`src/rtl/pcrld_pkg.sv`:
```
// shared types and constants for the packed-code run-length decoder
// no dependencies; used by every module of the block by scoped names
`timescale 1ns / 1ps
`default_nettype none

package pcrld_pkg;

  localparam int BOARD_CELLS_DEF = 4096;
  localparam int QUEUE_DEPTH     = 2;

  localparam int BYTE_W      = 8;
  localparam int STORE_W     = 20;
  localparam int HELD_W      = 5;
  localparam int TILE_W      = 12;
  localparam int COUNT_W     = 8;
  localparam int CELL_W      = 12;

  localparam logic [HELD_W-1:0] WIDE_CODE_BITS   = 5'd13;
  localparam logic [HELD_W-1:0] NARROW_CODE_BITS = 5'd12;
  localparam int                PAIR_FLAG_BIT    = 8;

  typedef enum logic {
    CODE_DATA = 1'b0,
    CODE_CTRL = 1'b1
  } code_kind_e;

  // one extracted code, classified by the front end
  typedef struct packed {
    code_kind_e          kind;
    logic [TILE_W-1:0]   value;
  } code_t;

  // one run descriptor as presented on the output channel
  typedef struct packed {
    logic [CELL_W-1:0]   start_cell;
    logic [TILE_W-1:0]   first_tile;
    logic [TILE_W-1:0]   second_tile;
    logic                is_pair;
    logic [COUNT_W-1:0]  repeat_count;
    logic                board_full;
  } run_t;

endpackage

`default_nettype wire

```
`src/rtl/packed_code_run_length_decoder_core.sv`:
```
// packed-code run-length decoder: usage notes
// input channel: in_valid_i / in_stall_o with data_byte_i, one byte per item,
//   taken at an edge with valid high and stall low. bytes are unpacked lsb
//   first into 12 or 13 bit codes; each byte completes at most one code.
// output channel: out_valid_o / out_stall_i with one run descriptor per item;
//   payload holds while out_stall_i is high.
// config channel: cfg_valid_i / cfg_ready_o writes cfg_wide_codes_i
//   (1 = 13-bit codes, 0 = 12-bit codes); ready is always high. write only
//   while the block is idle. reset value is 1.
// throughput: one byte per cycle, sustained, while the output is not stalled.
// path: the code that a byte completes is written into the two-entry code
//   queue (front extraction); the run engine takes it and registers its descriptor.
// stall: a stalled output register holds the run engine; the code queue
//   fills and in_stall_o rises once both entries are taken.
// reset: asynchronous, active low; clears the bit gatherer, the queue, run
//   count to one and the board position to zero. after the board is full
//   bytes are still taken but give no result until the next reset.
`timescale 1ns / 1ps
`default_nettype none

module packed_code_run_length_decoder_core #(
  parameter int BOARD_CELLS = pcrld_pkg::BOARD_CELLS_DEF
) (
  input  wire                            clk_i,
  input  wire                            rst_ni,

  input  wire                            cfg_valid_i,
  output logic                           cfg_ready_o,
  input  wire                            cfg_wide_codes_i,

  input  wire                            in_valid_i,
  output logic                           in_stall_o,
  input  wire [pcrld_pkg::BYTE_W-1:0]    data_byte_i,

  output logic                           out_valid_o,
  input  wire                            out_stall_i,
  output logic [pcrld_pkg::CELL_W-1:0]   start_cell_o,
  output logic [pcrld_pkg::TILE_W-1:0]   first_tile_o,
  output logic [pcrld_pkg::TILE_W-1:0]   second_tile_o,
  output logic                           is_pair_o,
  output logic [pcrld_pkg::COUNT_W-1:0]  repeat_count_o,
  output logic                           board_full_o
);

  logic              q_full;
  logic              byte_fire;
  logic              push;
  pcrld_pkg::code_t  push_code;
  logic              pop;
  logic              head_valid;
  pcrld_pkg::code_t  head;
  pcrld_pkg::run_t   run;

  assign cfg_ready_o = 1'b1;
  assign in_stall_o  = q_full;
  assign byte_fire   = in_valid_i && !q_full;

  pcrld_front u_front (
    .clk_i            (clk_i),
    .rst_ni           (rst_ni),
    .cfg_we_i         (cfg_valid_i && cfg_ready_o),
    .cfg_wide_codes_i (cfg_wide_codes_i),
    .byte_fire_i      (byte_fire),
    .data_byte_i      (data_byte_i),
    .push_o           (push),
    .code_o           (push_code)
  );

  pcrld_queue u_queue (
    .clk_i        (clk_i),
    .rst_ni       (rst_ni),
    .push_i       (push),
    .push_code_i  (push_code),
    .pop_i        (pop),
    .full_o       (q_full),
    .head_valid_o (head_valid),
    .head_o       (head)
  );

  pcrld_back #(
    .BOARD_CELLS (BOARD_CELLS)
  ) u_back (
    .clk_i        (clk_i),
    .rst_ni       (rst_ni),
    .head_valid_i (head_valid),
    .head_i       (head),
    .pop_o        (pop),
    .out_stall_i  (out_stall_i),
    .out_valid_o  (out_valid_o),
    .run_o        (run)
  );

  assign start_cell_o   = run.start_cell;
  assign first_tile_o   = run.first_tile;
  assign second_tile_o  = run.second_tile;
  assign is_pair_o      = run.is_pair;
  assign repeat_count_o = run.repeat_count;
  assign board_full_o   = run.board_full;

endmodule

`default_nettype wire

```
`src/rtl/pcrld_front.sv`:
```
// front end: gathers input bytes lsb first and extracts 12 or 13 bit codes
// holds the code width register; depends on pcrld_pkg
`timescale 1ns / 1ps
`default_nettype none

module pcrld_front (
  input  wire                          clk_i,
  input  wire                          rst_ni,
  input  wire                          cfg_we_i,
  input  wire                          cfg_wide_codes_i,
  input  wire                          byte_fire_i,
  input  wire [pcrld_pkg::BYTE_W-1:0]  data_byte_i,
  output logic                         push_o,
  output pcrld_pkg::code_t             code_o
);

  logic                            wide_q;
  logic [pcrld_pkg::STORE_W-1:0]   bit_store_q, bit_store_d;
  logic [pcrld_pkg::HELD_W-1:0]    bits_held_q, bits_held_d;

  logic [pcrld_pkg::HELD_W-1:0]    code_bits;
  logic [pcrld_pkg::HELD_W-1:0]    held_sum;
  logic [pcrld_pkg::STORE_W-1:0]   byte_sh;
  logic [pcrld_pkg::STORE_W-1:0]   merged;
  logic                            extract;
  logic                            ctrl_bit;

  always_comb begin
    code_bits = wide_q ? pcrld_pkg::WIDE_CODE_BITS : pcrld_pkg::NARROW_CODE_BITS;
    held_sum  = bits_held_q + 5'd8;
    // held bits never exceed 12 before a byte is added, so the shift fits 20 bits
    byte_sh   = pcrld_pkg::STORE_W'(data_byte_i) << bits_held_q[3:0];
    merged    = bit_store_q | byte_sh;
    extract   = held_sum >= code_bits;
    ctrl_bit  = wide_q ? merged[12] : merged[11];

    bit_store_d = bit_store_q;
    bits_held_d = bits_held_q;
    if (byte_fire_i) begin
      if (extract) begin
        bit_store_d = merged >> code_bits;
        bits_held_d = held_sum - code_bits;
      end else begin
        bit_store_d = merged;
        bits_held_d = held_sum;
      end
    end

    push_o       = byte_fire_i && extract;
    code_o.kind  = ctrl_bit ? pcrld_pkg::CODE_CTRL : pcrld_pkg::CODE_DATA;
    code_o.value = merged[pcrld_pkg::TILE_W-1:0];
  end

  always_ff @(posedge clk_i or negedge rst_ni) begin
    if (!rst_ni) begin
      wide_q      <= 1'b1;
      bit_store_q <= '0;
      bits_held_q <= '0;
    end else begin
      if (cfg_we_i) begin
        wide_q <= cfg_wide_codes_i;
      end
      bit_store_q <= bit_store_d;
      bits_held_q <= bits_held_d;
    end
  end

`ifndef NO_ASSERTIONS
  a_held_bound: assert property (@(posedge clk_i) disable iff (!rst_ni)
    bits_held_q <= pcrld_pkg::NARROW_CODE_BITS)
    else $error("front holds more bits than a code");
`endif

endmodule

`default_nettype wire

```
`src/rtl/pcrld_queue.sv`:
```
// short code queue between the front end and the run engine
// register based, one push (unless full) and one pop per cycle; depends on pcrld_pkg
`timescale 1ns / 1ps
`default_nettype none

module pcrld_queue (
  input  wire                clk_i,
  input  wire                rst_ni,
  input  wire                push_i,
  input  pcrld_pkg::code_t   push_code_i,
  input  wire                pop_i,
  output logic               full_o,
  output logic               head_valid_o,
  output pcrld_pkg::code_t   head_o
);

  localparam int Depth = pcrld_pkg::QUEUE_DEPTH;
  localparam int PtrW  = (Depth > 1) ? $clog2(Depth) : 1;
  localparam int CntW  = $clog2(Depth + 1);

  pcrld_pkg::code_t  slots_q [Depth];
  logic [PtrW-1:0]   wr_ptr_q, wr_ptr_d;
  logic [PtrW-1:0]   rd_ptr_q, rd_ptr_d;
  logic [CntW-1:0]   count_q, count_d;
  logic              do_push, do_pop;

  always_comb begin
    full_o       = count_q == CntW'(Depth);
    head_valid_o = count_q != '0;
    head_o       = slots_q[rd_ptr_q];
    do_push      = push_i && !full_o;
    do_pop       = pop_i && head_valid_o;

    wr_ptr_d = wr_ptr_q;
    rd_ptr_d = rd_ptr_q;
    count_d  = count_q;
    if (do_push) begin
      wr_ptr_d = (wr_ptr_q == PtrW'(Depth - 1)) ? '0 : wr_ptr_q + 1'b1;
    end
    if (do_pop) begin
      rd_ptr_d = (rd_ptr_q == PtrW'(Depth - 1)) ? '0 : rd_ptr_q + 1'b1;
    end
    if (do_push && !do_pop) begin
      count_d = count_q + 1'b1;
    end else if (do_pop && !do_push) begin
      count_d = count_q - 1'b1;
    end
  end

  always_ff @(posedge clk_i) begin
    if (do_push) begin
      slots_q[wr_ptr_q] <= push_code_i;
    end
  end

  always_ff @(posedge clk_i or negedge rst_ni) begin
    if (!rst_ni) begin
      wr_ptr_q <= '0;
      rd_ptr_q <= '0;
      count_q  <= '0;
    end else begin
      wr_ptr_q <= wr_ptr_d;
      rd_ptr_q <= rd_ptr_d;
      count_q  <= count_d;
    end
  end

`ifndef NO_ASSERTIONS
  a_no_overflow: assert property (@(posedge clk_i) disable iff (!rst_ni)
    !(push_i && full_o))
    else $error("code pushed into a full queue");
`endif

endmodule

`default_nettype wire

```
`src/rtl/pcrld_back.sv`:
```
// run engine: applies control codes, pairs tiles, clips runs to the board
// and holds the output descriptor register; depends on pcrld_pkg
`timescale 1ns / 1ps
`default_nettype none

module pcrld_back #(
  parameter int BOARD_CELLS = pcrld_pkg::BOARD_CELLS_DEF
) (
  input  wire                clk_i,
  input  wire                rst_ni,
  input  wire                head_valid_i,
  input  pcrld_pkg::code_t   head_i,
  output logic               pop_o,
  input  wire                out_stall_i,
  output logic               out_valid_o,
  output pcrld_pkg::run_t    run_o
);

  localparam int CW = $clog2(BOARD_CELLS + 1);
  localparam int XW = (CW > pcrld_pkg::CELL_W) ? CW : pcrld_pkg::CELL_W;

  logic [CW-1:0]                    pos_q, pos_d;
  logic [pcrld_pkg::TILE_W-1:0]     held_tile_q, held_tile_d;
  logic                             held_valid_q, held_valid_d;
  logic                             pair_mode_q, pair_mode_d;
  logic [pcrld_pkg::COUNT_W-1:0]    run_count_q, run_count_d;
  logic                             out_valid_q, out_valid_d;
  pcrld_pkg::run_t                  run_q, run_d;
  logic                             load;

  logic [XW-1:0] pos_x, cells_x, left_x, lim_x, rc_x, reps_x, adv_x, next_x;
  logic          full;

  always_comb begin
    pos_x   = XW'(pos_q);
    cells_x = XW'(BOARD_CELLS);
    full    = pos_x >= cells_x;
    left_x  = cells_x - pos_x;
    lim_x   = pair_mode_q ? (left_x >> 1) : left_x;
    rc_x    = XW'(run_count_q);
    reps_x  = (rc_x > lim_x) ? lim_x : rc_x;
    adv_x   = pair_mode_q ? (reps_x << 1) : reps_x;
    next_x  = pos_x + adv_x;

    pop_o = head_valid_i && (!out_valid_q || !out_stall_i);

    pos_d        = pos_q;
    held_tile_d  = held_tile_q;
    held_valid_d = held_valid_q;
    pair_mode_d  = pair_mode_q;
    run_count_d  = run_count_q;
    load         = 1'b0;

    run_d.start_cell   = pos_x[pcrld_pkg::CELL_W-1:0];
    run_d.first_tile   = pair_mode_q ? held_tile_q : head_i.value;
    run_d.second_tile  = pair_mode_q ? head_i.value : '0;
    run_d.is_pair      = pair_mode_q;
    run_d.repeat_count = reps_x[pcrld_pkg::COUNT_W-1:0];
    run_d.board_full   = next_x >= cells_x;

    // once the board is full every remaining code is dropped
    if (pop_o && !full) begin
      case (head_i.kind)
        pcrld_pkg::CODE_CTRL: begin
          pair_mode_d = head_i.value[pcrld_pkg::PAIR_FLAG_BIT];
          run_count_d = head_i.value[pcrld_pkg::COUNT_W-1:0];
        end
        pcrld_pkg::CODE_DATA: begin
          if (pair_mode_q && !held_valid_q) begin
            held_tile_d  = head_i.value;
            held_valid_d = 1'b1;
          end else begin
            load        = 1'b1;
            pos_d       = next_x[CW-1:0];
            run_count_d = 8'd1;
            if (pair_mode_q) begin
              held_tile_d  = '0;
              held_valid_d = 1'b0;
              pair_mode_d  = 1'b0;
            end
          end
        end
        default: begin
        end
      endcase
    end

    if (load) begin
      out_valid_d = 1'b1;
    end else if (out_stall_i) begin
      out_valid_d = out_valid_q;
    end else begin
      out_valid_d = 1'b0;
    end

    out_valid_o = out_valid_q;
    run_o       = run_q;
  end

  always_ff @(posedge clk_i) begin
    if (load) begin
      run_q <= run_d;
    end
  end

  always_ff @(posedge clk_i or negedge rst_ni) begin
    if (!rst_ni) begin
      pos_q        <= '0;
      held_tile_q  <= '0;
      held_valid_q <= 1'b0;
      pair_mode_q  <= 1'b0;
      run_count_q  <= 8'd1;
      out_valid_q  <= 1'b0;
    end else begin
      pos_q        <= pos_d;
      held_tile_q  <= held_tile_d;
      held_valid_q <= held_valid_d;
      pair_mode_q  <= pair_mode_d;
      run_count_q  <= run_count_d;
      out_valid_q  <= out_valid_d;
    end
  end

`ifndef NO_ASSERTIONS
  a_pos_bound: assert property (@(posedge clk_i) disable iff (!rst_ni)
    pos_x <= cells_x)
    else $error("cell position past the end of the board");

  a_single_second_zero: assert property (@(posedge clk_i) disable iff (!rst_ni)
    (out_valid_q && !run_q.is_pair) |-> (run_q.second_tile == '0))
    else $error("single run carries a second tile");

  a_full_flag_sticks: assert property (@(posedge clk_i) disable iff (!rst_ni)
    (load && run_d.board_full) |=> full)
    else $error("board full flag given but position not at the end");
`endif

endmodule

`default_nettype wire
```
`config.mk`:
```
export PLATFORM = sky130hd
export DESIGN_NAME = packed_code_run_length_decoder_core
export DESIGN_NICKNAME = d
export VERILOG_FILES = /design/src/rtl/pcrld_pkg.sv /design/src/rtl/packed_code_run_length_decoder_core.sv /design/src/rtl/pcrld_front.sv /design/src/rtl/pcrld_queue.sv /design/src/rtl/pcrld_back.sv
export SDC_FILE = /design/constraint.sdc
export NUM_CORES = 1
export LEC_CHECK = 0
export BUFFER_PORTS_ARGS = -buffer_cell sky130_fd_sc_hd__clkbuf_2
export CAP_MARGIN = 20
export CELL_PAD_IN_SITES_DETAIL_PLACEMENT = 0
export CELL_PAD_IN_SITES_GLOBAL_PLACEMENT = 1
export CORE_AREA = 2 2 124 126
export DETAILED_ROUTE_END_ITERATION = 10
export DIE_AREA = 0 0 126 128
export HOLD_SLACK_MARGIN = 0.08
export PLACE_DENSITY_LB_ADDON = 0.1
export SKIP_LAST_GASP = 1
export SYNTH_ARGS = -nofsm -noshare
export SYNTH_HDL_FRONTEND = slang
export SYNTH_SLANG_ARGS = --single-unit
```
`constraint.sdc`:
```
create_clock -name clk_i -period 6.3 [get_ports clk_i]
set_clock_uncertainty 0.1 [all_clocks]
set_input_delay 0.315 -clock clk_i [delete_from_list [all_inputs] [get_ports clk_i]]
set_output_delay 0.315 -clock clk_i [all_outputs]
set_load 0.005 [all_outputs]
```
Word level (Yosys, flattened, before mapping). Memories as Yosys holds them, arrays and structs flattened. Index checks and enable logic that the tools add are counted.

Memories: 1. Memory bits (read-only): 0. Input port bits: 14. Memory bits (writable): 26. Bits in latches: 0. Register bits after elaboration: 112.

$lt $le $gt $ge: 4. Divide/modulo/power cells: 0. Reductions and logical operators: 23. Bitwise operators: 3. Muxes and demuxes: 28. Eq/ne operators: 3. Add/sub/neg operators: 8. Multipliers: 0. Shift operators: 2.

Memory list: u_queue.slots_q (words 2, width 13, read ports 1, clocked after memory_dff 0, write ports 1, line pcrld_queue.sv:21) `pcrld_pkg::code_t slots_q [Depth];`.

Operator list (number): 13-bit 2-to-1 mux (3); 12-bit 2-to-1 mux (3); 13-bit >= comparator, second input constant (2); 20-bit 2-to-1 mux (1); 20-bit OR (1); 8-bit by 4-bit left shift with 20-bit output (1); 20-bit by 5-bit right shift with 20-bit output (1); 8-bit case mux with 2 select lines (1); 1-bit 2-to-1 mux (15); 13-bit adder (1); 8-bit by 13-bit > comparator with 1-bit output (1); 13-bit subtractor, first input constant (1); 1-bit logical AND (9); 8-bit 2-to-1 mux (1); 1-bit logical NOT (7); 3-bit AND reduction (2); 2-bit nonzero test (3); 5-bit by 4-bit adder with 5-bit output, second input constant (1); 5-bit >= comparator (1); 5-bit 2-to-1 mux (1); 5-bit subtractor (1); 2-bit 2-to-1 mux (2); 1-bit adder, second input constant (2); 2-bit by 1-bit adder with 2-bit output, second input constant (1); 8 further kinds (9).

Depth between registers and ports, before layout. Gate-level depths: netlist of run 1.

Depth in word-level cells: 9. Mapped depth: 23. Depth with buffers taken out: 21.

By module. Synthesis of run 1 repeated with hierarchy kept, for this count alone.

Cells, all modules: 662. Area total of the unflattened synthesis: 7618.6 sq um.

Modules (own cells, without submodules): pcrld_back (area an instance 4488.1 sq um, seq. area each 2283.4 sq um, cells each 392, instances 1); pcrld_front (area an instance 1964.4 sq um, seq. area each 651.9 sq um, cells each 208, instances 1); pcrld_queue (area an instance 1141.1 sq um, seq. area each 880.8 sq um, cells each 59, instances 1); packed_code_run_length_decoder_core (area an instance 25.0 sq um, seq. area each 0.0 sq um, cells each 3, instances 1).

Worst setup path before layout of run 1. OpenSTA, ideal clock, no wires.

Path kind: flip-flop to flip-flop. From: register u_back.pos_q[3]. To: register u_back.run_q, in the netlist u_back.run_o[0] (data pin). Clock period less this slack: 4811 ps. Data arrival time: 4442 ps. Required time: 5930 ps. Cell stages (with the launch flop): 20. Path buffers: 2. Setup time: 270 ps. Slack: 1489 ps. Path through: dfrtp_1 > buf_2 > nor4_4 > and2_1 > xnor2_1 > mux2i_1 > ha_1 > nand3_1 > nor3_1 > a211oi_1 > o211ai_1 > nor2_1 > clkbuf_1 > o21ai_0 > fa_1 > a211oi_1 > o21bai_1 > a211oi_1 > o21ai_0 > xor2_1.

Longest elaborated chain between the ends: 7.

RTL lines: start, declared (line pcrld_back.sv:22) `logic [CW-1:0] pos_q, pos_d;`; start signal, assigned (line pcrld_back.sv:115) `pos_q <= pos_d;`; 13-bit subtractor (line pcrld_back.sv:38) `left_x = cells_x - pos_x;`; 13-bit 2-to-1 mux (line pcrld_back.sv:39) `lim_x = pair_mode_q ? (left_x >> 1) : left_x;`; 8-bit by 13-bit > comparator with 1-bit output (line pcrld_back.sv:41) `reps_x = (rc_x > lim_x) ? lim_x : rc_x;`; 13-bit 2-to-1 mux (line pcrld_back.sv:41); 13-bit 2-to-1 mux (line pcrld_back.sv:42) `adv_x = pair_mode_q ? (reps_x << 1) : reps_x;`; 13-bit adder (*) (line pcrld_back.sv:43) `next_x = pos_x + adv_x;`; via u_back.next_x[12] (line pcrld_back.sv:31) `logic [XW-1:0] pos_x, cells_x, left_x, lim_x, rc_x, reps_x, adv_x, next_x;`; 13-bit >= comparator (*) (line pcrld_back.sv:59) `run_d.board_full = next_x >= cells_x;`; end signal, assigned (line pcrld_back.sv:102) `run_q <= run_d;`; end, declared (line pcrld_back.sv:28) `pcrld_pkg::run_t run_q, run_d;`.

Mark *: on every way through the listed nets, which the timed path passes. The rest lies on a longest branch. A chain may end at the register's enable or synchronous reset.

Worst setup path in the final report of run 1.
From: register u_back.pos_q[2]. To: register u_back.run_q, in the netlist u_back.run_o[0] (data pin).

The elaborated chain is that of the path after synthesis.

==> run summary, run 1 <==
================================================================================
Multiplexer area fraction after synthesis .........................        8.01%
Global-route wire length before repair ............................      25.4 mm
Pre-CTS setup slack ...............................................      1.04 ns
Internal reg-to-reg setup slack ...................................      0.99 ns
Share of layout cells above drive strength 1 ......................        17.6%
Actual slew at the worst max-slew pin .............................     0.981 ns
Worst r2r dst ..................................................... u_back.run_o[0]
Shortest clock period the worst path allows after layout ..........      5.31 ns
Total placed instance area ........................................   7430 sq um
Number of ports placed on the die boundary ........................           63
CP most frequent cell .............................................     a211oi_1
Reg2Reg Launch Point .............................................. u_back.pos_q[2]
Syn avg cell area .................................................   11.1 sq um
Cell-internal power ...............................................      2.93 mW
Worst slew margin relative to its limit ...........................        34.6%
Setup-violating endpoint count in the final report ................            0
Setup Fix Bufs, Post-CTS ..........................................            0
Maximum net fanout on the critical path ...........................           14
Critical path arrival .............................................      5.37 ns
Worst reg-to-reg path cell count ..................................           17
Clock latency on the worst-skew pair ..............................      0.42 ns
Flops & latches, synth ............................................          138
Classification of the worst setup path ............................      reg2reg
Remaining DRCs ....................................................            0
Main combinational cell family by area after synthesis ............ compound AO/OA/AOI/OAI gates
Leading post-synthesis cells by cell area ......................... edfxtp_1 (31%), dfrtp_1 (23%), mux2i_1 (5.2%)
Root Buffer .......................................................    clkbuf_16
Logic pwr share ...................................................        41.8%
Most common library cell in the layout ignoring fill and taps .....     edfxtp_1
Count of nets after finishing .....................................          727
Clk pin slew, worst setup/hold paths ..............................      0.06 ns
First-pass DRT Iterations .........................................            5
Maximum ir drop on the vdd rail ...................................   0.000328 V
Via count of the first global-routing pass ........................         4613
Buffers on Ports ..................................................           61
Antenna violations before repair ..................................            0
Critical Path Sink Type ...........................................     register
Switching component of the power ..................................      1.89 mW
Fraction of power spent switching nets ............................        39.3%
Post-synth cell types .............................................           64
Post-synthesis async set-or-reset flop share ......................        47.8%
Max-capacitance violation count ...................................            0
Number of placed instances with taps included .....................          850
Max-slew violation count ..........................................            0
Count of endpoints failing hold in the final timing report ........            0
Sequential share of power .........................................        36.3%
TritonCTS Buffers .................................................           17
Critical path required time .......................................      6.36 ns
Antenna violation net count after detailed routing ................            0
Number of enable-type register cells in the synthesized netlist ...           72
Utilization of the core after routing .............................        54.6%
Top flip-flop cell by instance count after synthesis ..............     edfxtp_1
Final Cell Area ...................................................   8110 sq um
Overall die area ..................................................  16100 sq um
Xor-xnor portion of the synthesized cell area .....................        3.39%
Largest net degree at the start of global routing .................           67
Mapped cell area ..................................................   6980 sq um
Result of the run ................................................. finished, final reports clean
H-Tree Depth ......................................................            4
Final weighted congestion in routability-driven placement .........        0.898
Vias ..............................................................         4881
Most frequent cells in the layout ................................. edfxtp_1 (72), dfrtp_1 (64), nor2_1 (61), clkbuf_2 (60), a21oi_1 (56)
Fraction of post-synthesis cell area in the top cell type by area .        31.0%
Fin Hold WS .......................................................     0.365 ns
Destination of the critical timing path ........................... u_back.run_o[0]
Crit path largest cell delay ......................................      0.51 ns
Area fraction in compound gates after synthesis ...................        15.3%
Row Count .........................................................           45
Starting DRT DRC Count ............................................          305
Maximum clock rate ................................................    0.188 GHz
Share of the cycle needed by the critical path after routing ......        84.4%
Static power due to leakage .......................................      3.47 nW
Initial core utilization ..........................................        47.0%
Setup_tns .........................................................         0 ns
Sequential cell area fraction in the yosys report .................        54.7%
Number of hold-repair buffers added at the cts stage ..............            4
Synthesized instance count ........................................          626
Width of the chip .................................................  126 microns
Die Ht ............................................................  128 microns
Worst hold-check path type ........................................      reg2reg
Total design power ................................................      4.82 mW
Final worst slack .................................................     0.985 ns
RSZ-0062 raised after global routing ..............................           no
CP cell instances ................................................. nor4_4, and2_1, xnor2_1, mux2i_1, ha_1, nand3_1, nor3_1, a211oi_1, o211a_1, a21oi_1, a211oi_1, ha_1, and3_1, a31o_2, a211oi_1, o21ai_0, xor2_1
Pwr/cell area .....................................................  594 nW/um^2
Total wirelength of the detailed-routed design ....................      15.4 mm
CP max-delay cell .................................................      dfrtp_1
Vias per cell .....................................................         5.50
Post-synthesis adder-cell area fraction ...........................        4.77%
Routed wire length per instance ................................... 17.4 microns
Core area .........................................................  14900 sq um
Count of inserted antenna diode cells .............................            0
Total number of yosys warnings ....................................            0
Synth Area in Simple Gates ........................................        10.7%
Final global-route overflow total .................................            0
Dominant cell type by area after synthesis ........................     edfxtp_1
Number of instances resized during post-cts repair ................            0
Area overhead of the layout relative to synthesis .................        16.2%
Number of non-filler instances in the completed layout ............          888
Crit path launch .................................................. u_back.pos_q[2]
CTS max path bufs .................................................            2
Clock tree from TritonCTS .........................................          yes
Clock network fraction of total power .............................        21.9%
Sink Count ........................................................          138
Global Route Usage Sum ............................................        20.1%
Critical path launch point type ...................................     register
Post-DP HPWL ......................................................      10.8 mm
================================================================================
==> per-layer routing <==
layer / wire, microns / up-vias / track usage [%] / part of all wire (%)
li1: - / 2407 / - / -
met1: 7810 / 2335 / 30.4 / 51
met2: 6740 / 126 / 29.2 / 44
met3: 735 / 13 / 4.67 / 4.8
met4: 131 / 0 / 5.75 / 0.85
met5: 0 / - / 0 / 0
==> registers in the layout, summed over array words and instances, names as in the netlist <==
register and cells:
u_back.pair_mode_q 1, u_back.pos_q 13, u_queue.count_q 2, u_queue.rd_ptr_q 1, u_back.run_count_q 8, u_queue.wr_ptr_q 1, u_front.bit_store_q 20, u_back.out_valid_o 1
u_front.wide_q 1, u_front.bits_held_q 5, u_queue.slots_q 26, u_back.held_tile_q 12, u_back.run_o 46, u_back.held_valid_q 1
==> cells in the mapped netlist (8+ instances only) <==
| cell | n |
|---|---|
| mux2i_1 | 36 |
| o2bb2ai_1 | 8 |
| inv_1 | 14 |
| a21oi_1 | 56 |
| nor2_1 | 61 |
| clkbuf_1 | 22 |
| edfxtp_1 | 72 |
| xor2_1 | 11 |
| o21ai_1 | 23 |
| a21o_1 | 10 |
| xnor2_1 | 16 |
| nand3_1 | 16 |
| dfrtp_1 | 64 |
| nand2_1 | 52 |
| ha_1 | 25 |
| o21ai_0 | 22 |
==> power groups by stage <==
stage	Clock (mW)	Sequential [mW]	Combinational, mW
after floorplan	0	1.61	1.55
after global routing	1.11	1.80	2.27
final	1.06	1.75	2.01
after global placement	0	1.75	1.97
after detailed placement	0	1.76	2.00
after CTS	1.08	1.75	2.01
==> logic make-up (layout without fill, tap and decap cells) <==
logic type / after synthesis / count (layout)
buffers and inverters: 50 / 122
other: 2 / 4
adder cells (fa/ha/maj): 26 / 26
AO/OA/AOI/OAI: 171 / 171
AND/OR/NAND/NOR: 163 / 163
XOR/XNOR: 27 / 27
multiplexers: 49 / 49
flip-flops: 138 / 138
==> worst max-delay path, delay by kind of cell (launching register included) <==
family | cells | cell delay [ns]
and+or+nand+nor | 5 | 1.15
xor gates and xnor gates | 2 | 0.37
DFF | 1 | 0.51
AOI/OAI and AO/OA | 7 | 2.07
adders and majority gates | 2 | 0.69
muxes | 1 | 0.16
==> area by class of cell <==
type                    count  area, sq um
repair buffers             73          405
inverters                  17         63.8
well taps                 188          235
fillers                  1322         6760
flip-flops and latches    138         3820
multi-input cells         440         2960
clock inverters            13          191
clock buffers              19          433
==> worst min path at each step <==
stage	start	to	slack, ns	cells past startpoint
2_1_floorplan	rst_ni	u_back.held_tile_q[0]	-0.08	0
3_3_place_gp	u_back.held_valid_q	u_back.held_valid_q	0.36	2
3_5_place_dp	u_back.held_valid_q	u_back.held_valid_q	0.35	2
4_1_cts	u_back.held_valid_q	u_back.held_valid_q	0.37	2
5_1_grt	u_queue.wr_ptr_q	u_queue.wr_ptr_q	0.40	1
6_report	u_back.held_valid_q	u_back.held_valid_q	0.37	2
No activity file was read; power rests on OpenSTA's default activity.
==> run 2: changes to the inputs <==
==> constraint.sdc (replaced) <==
create_clock -name clk_i -period 5.1 [get_ports clk_i]
set_clock_uncertainty 0.1 [all_clocks]
set_input_delay 0.255 -clock clk_i [delete_from_list [all_inputs] [get_ports clk_i]]
set_output_delay 0.255 -clock clk_i [all_outputs]
set_load 0.005 [all_outputs]
==> run summary, run 2 (synthesis gave the netlist of run 1 again) <==
============================================================================
Switching component of the power ..............................      2.38 mW   +26%
Actual slew at the worst max-slew pin .........................     0.997 ns   +0.0154 ns
Total design power ............................................      5.95 mW   +24%
Crit path largest cell delay ..................................      0.48 ns   -0.03 ns
Antenna violation net count after detailed routing ............            0   unchanged
Setup-violating endpoint count in the final report ............            0   unchanged
First-pass DRT Iterations .....................................            5   unchanged
Worst hold-check path type ....................................     in2async
Sink Count ....................................................          138   unchanged
Global-route wire length before repair ........................      25.9 mm   +1.8%
Initial core utilization ......................................        47.0%   unchanged
Remaining DRCs ................................................            0   unchanged
RSZ-0062 raised after global routing ..........................          yes
CP delay by family, top ....................................... compound AO/OA/AOI/OAI gates
Utilization of the core after routing .........................        55.0%   +0.47 points
Via count of the first global-routing pass ....................         4955   +7.4%
Routed wire length per instance ............................... 17.4 microns   +0.23%
Maximum net fanout on the critical path .......................            7   -7
Clock latency on the worst-skew pair ..........................      0.43 ns   about the same
Clk pin slew, worst setup/hold paths ..........................      0.07 ns   about the same
Die Ht ........................................................  128 microns   unchanged
Static power due to leakage ...................................      3.50 nW   +0.77%
Worst slew margin relative to its limit .......................        33.5%   -1.0 points
Antenna violations before repair ..............................            0   unchanged
Count of inserted antenna diode cells .........................            0   unchanged
Logic pwr share ...............................................        43.5%   +1.7 points
Maximum ir drop on the vdd rail ...............................   0.000486 V   +48%
Vias ..........................................................         5004   +2.5%
Global Route Usage Sum ........................................        20.4%   +0.20 points
Number of ports placed on the die boundary ....................           63   unchanged
Cell-internal power ...........................................      3.57 mW   +22%
Starting DRT DRC Count ........................................          383   +26%
Classification of the worst setup path ........................      reg2reg
Final weighted congestion in routability-driven placement .....        0.867   -3.5%
Width of the chip .............................................  126 microns   unchanged
Setup_tns .....................................................         0 ns   unchanged
Sequential share of power .....................................        35.9%   -0.4 points
Clock network fraction of total power .........................        20.6%   -1.3 points
H-Tree Depth ..................................................            4   unchanged
Number of non-filler instances in the completed layout ........          896   +0.90%
Critical path required time ...................................      5.16 ns   -1.20 ns
Count of endpoints failing hold in the final timing report ....            0   unchanged
TritonCTS Buffers .............................................           17   unchanged
Most common library cell in the layout ignoring fill and taps .     edfxtp_1
CTS max path bufs .............................................            2   unchanged
CP max-delay cell .............................................      dfrtp_2
Final global-route overflow total .............................            0   unchanged
Critical Path Sink Type .......................................     register
Critical path launch point type ...............................     register
Post-DP HPWL ..................................................      11.1 mm   +2.4%
Root Buffer ...................................................    clkbuf_16
Clock tree from TritonCTS .....................................          yes
Buffers on Ports ..............................................           61   unchanged
Row Count .....................................................           45   unchanged
Fraction of power spent switching nets ........................        40.0%   +0.75 points
Count of nets after finishing .................................          735   +1.1%
Most frequent cells in the layout ............................. edfxtp_1 (72), dfrtp_1 (63), nor2_1 (60), clkbuf_2 (60), a21oi_1 (55)
Max-slew violation count ......................................            0   unchanged
CP cell instances ............................................. nor4_4, buf_4, and2_1, xnor2_2, mux2i_1, ha_1, nand3_1, nor3_1, a211oi_2, o211ai_1, o21ai_0, a21oi_1, ha_1, fa_1, a211oi_1, o21bai_1, a211oi_2, o21ai_0, xor2_1
Pwr/cell area .................................................  728 nW/um^2   +23%
Core area .....................................................  14900 sq um   unchanged
Share of the cycle needed by the critical path after routing ..        95.7%   +11 points
Result of the run ............................................. finished, final reports clean
Largest net degree at the start of global routing .............           52   -22%
Sum of buffers and inverters on the critical path .............            1   +1
Largest register FFs ..........................................           46   unchanged
Vias per cell .................................................         5.58   +1.6%
Overall die area ..............................................  16100 sq um   unchanged
Critical path arrival .........................................      4.94 ns   -0.43 ns
Shortest clock period the worst path allows after layout ......      4.88 ns   -0.433 ns
Total wirelength of the detailed-routed design ................      15.6 mm   +1.1%
Number of placed instances with taps included .................          858   +0.94%
Share of layout cells above drive strength 1 ..................        20.1%   +2.5 points
Area overhead of the layout relative to synthesis .............        17.2%
Max-capacitance violation count ...............................            0   unchanged
Maximum clock rate ............................................    0.205 GHz   +8.9%
============================================================================
==> run 2: worst register-to-register path: cells and delay by family, from the launching register on <==
family | cells | cell delay, ns
xor+xnor | 2 | 0.28
fa+ha+maj | 3 | 0.95
compound gates | 8 | 1.69
mux | 1 | 0.23
simple gates | 4 | 0.71
buf+inv | 1 | 0.17
flops | 1 | 0.48
==> run 2: layout make-up <==
cell class                 instances  area [sq um]
clock inverter                    15           164
tap                              188           235
multi-input combinational        440          3000
fill                            1336          6690
inverter                          17          63.8
clock buffer                      17           425
timing repair buffer              81           469
sequential                       138          3820
==> run 2: repair_timing <==
action / in CTS / in global routing
buffers inserted: 0 / 1
endpoints found under the hold margin: 17 / 0
hold buffers: 4 / 0
pin swaps: 0 / 2
endpoints found under the setup margin: 1 / 7
resized for setup: 1 / 10
==> run 2: power by group through the flow <==
stage	clock, mW	sequential [mW]	combinational [mW]
after floorplan	0	1.99	1.91
after global placement	0	2.13	2.48
after detailed placement	0	2.16	2.53
after CTS	1.25	2.14	2.56
after global routing	1.30	2.19	2.90
final	1.23	2.14	2.59
==> run 2: path summary, 6_finish.rpt <==
check / from / to / slack, ns / cells past startpoint
min reg2reg: u_front.bit_store_q[7] / u_front.bit_store_q[7] / 0.38 / 2
min in group clk_i: in_valid_i / u_front.bits_held_q[3] / 0.35 / 4
max: u_back.pos_q[4] / u_back.run_o[0] / 0.22 / 19
max reg2reg: u_back.pos_q[4] / u_back.run_o[0] / 0.22 / 19
min: rst_ni / u_back.pos_q[0] / 0.19 / 2
max in group asynchronous: rst_ni / u_back.held_tile_q[2] / 3.69 / 3
==> run 2: per-stage QoR <==
| step | worst slack (ns) | cell area, sq um | hold slack, ns |
|---|---|---|---|
| after floorplan | 0.289 | 6990 | -0.141 |
| after global placement | 0.233 | 7490 | 0.114 |
| after detailed placement | 0.0441 | 7490 | 0.119 |
| after CTS | 0.0396 | 8130 | 0.197 |
| after global routing | -0.122 | 8180 | 0.228 |
| final | 0.218 | 8180 | 0.194 |
==> run 2: per-layer routing <==
metal / GRT usage (%) / vias to the layer above / part of all wire, %
li1: - / 2438 / -
met2: 31.0 / 107 / 46
met1: 29.2 / 2442 / 48
met5: 0 / - / 0
met4: 6.21 / 0 / 1.4
met3: 4.84 / 17 / 4.6
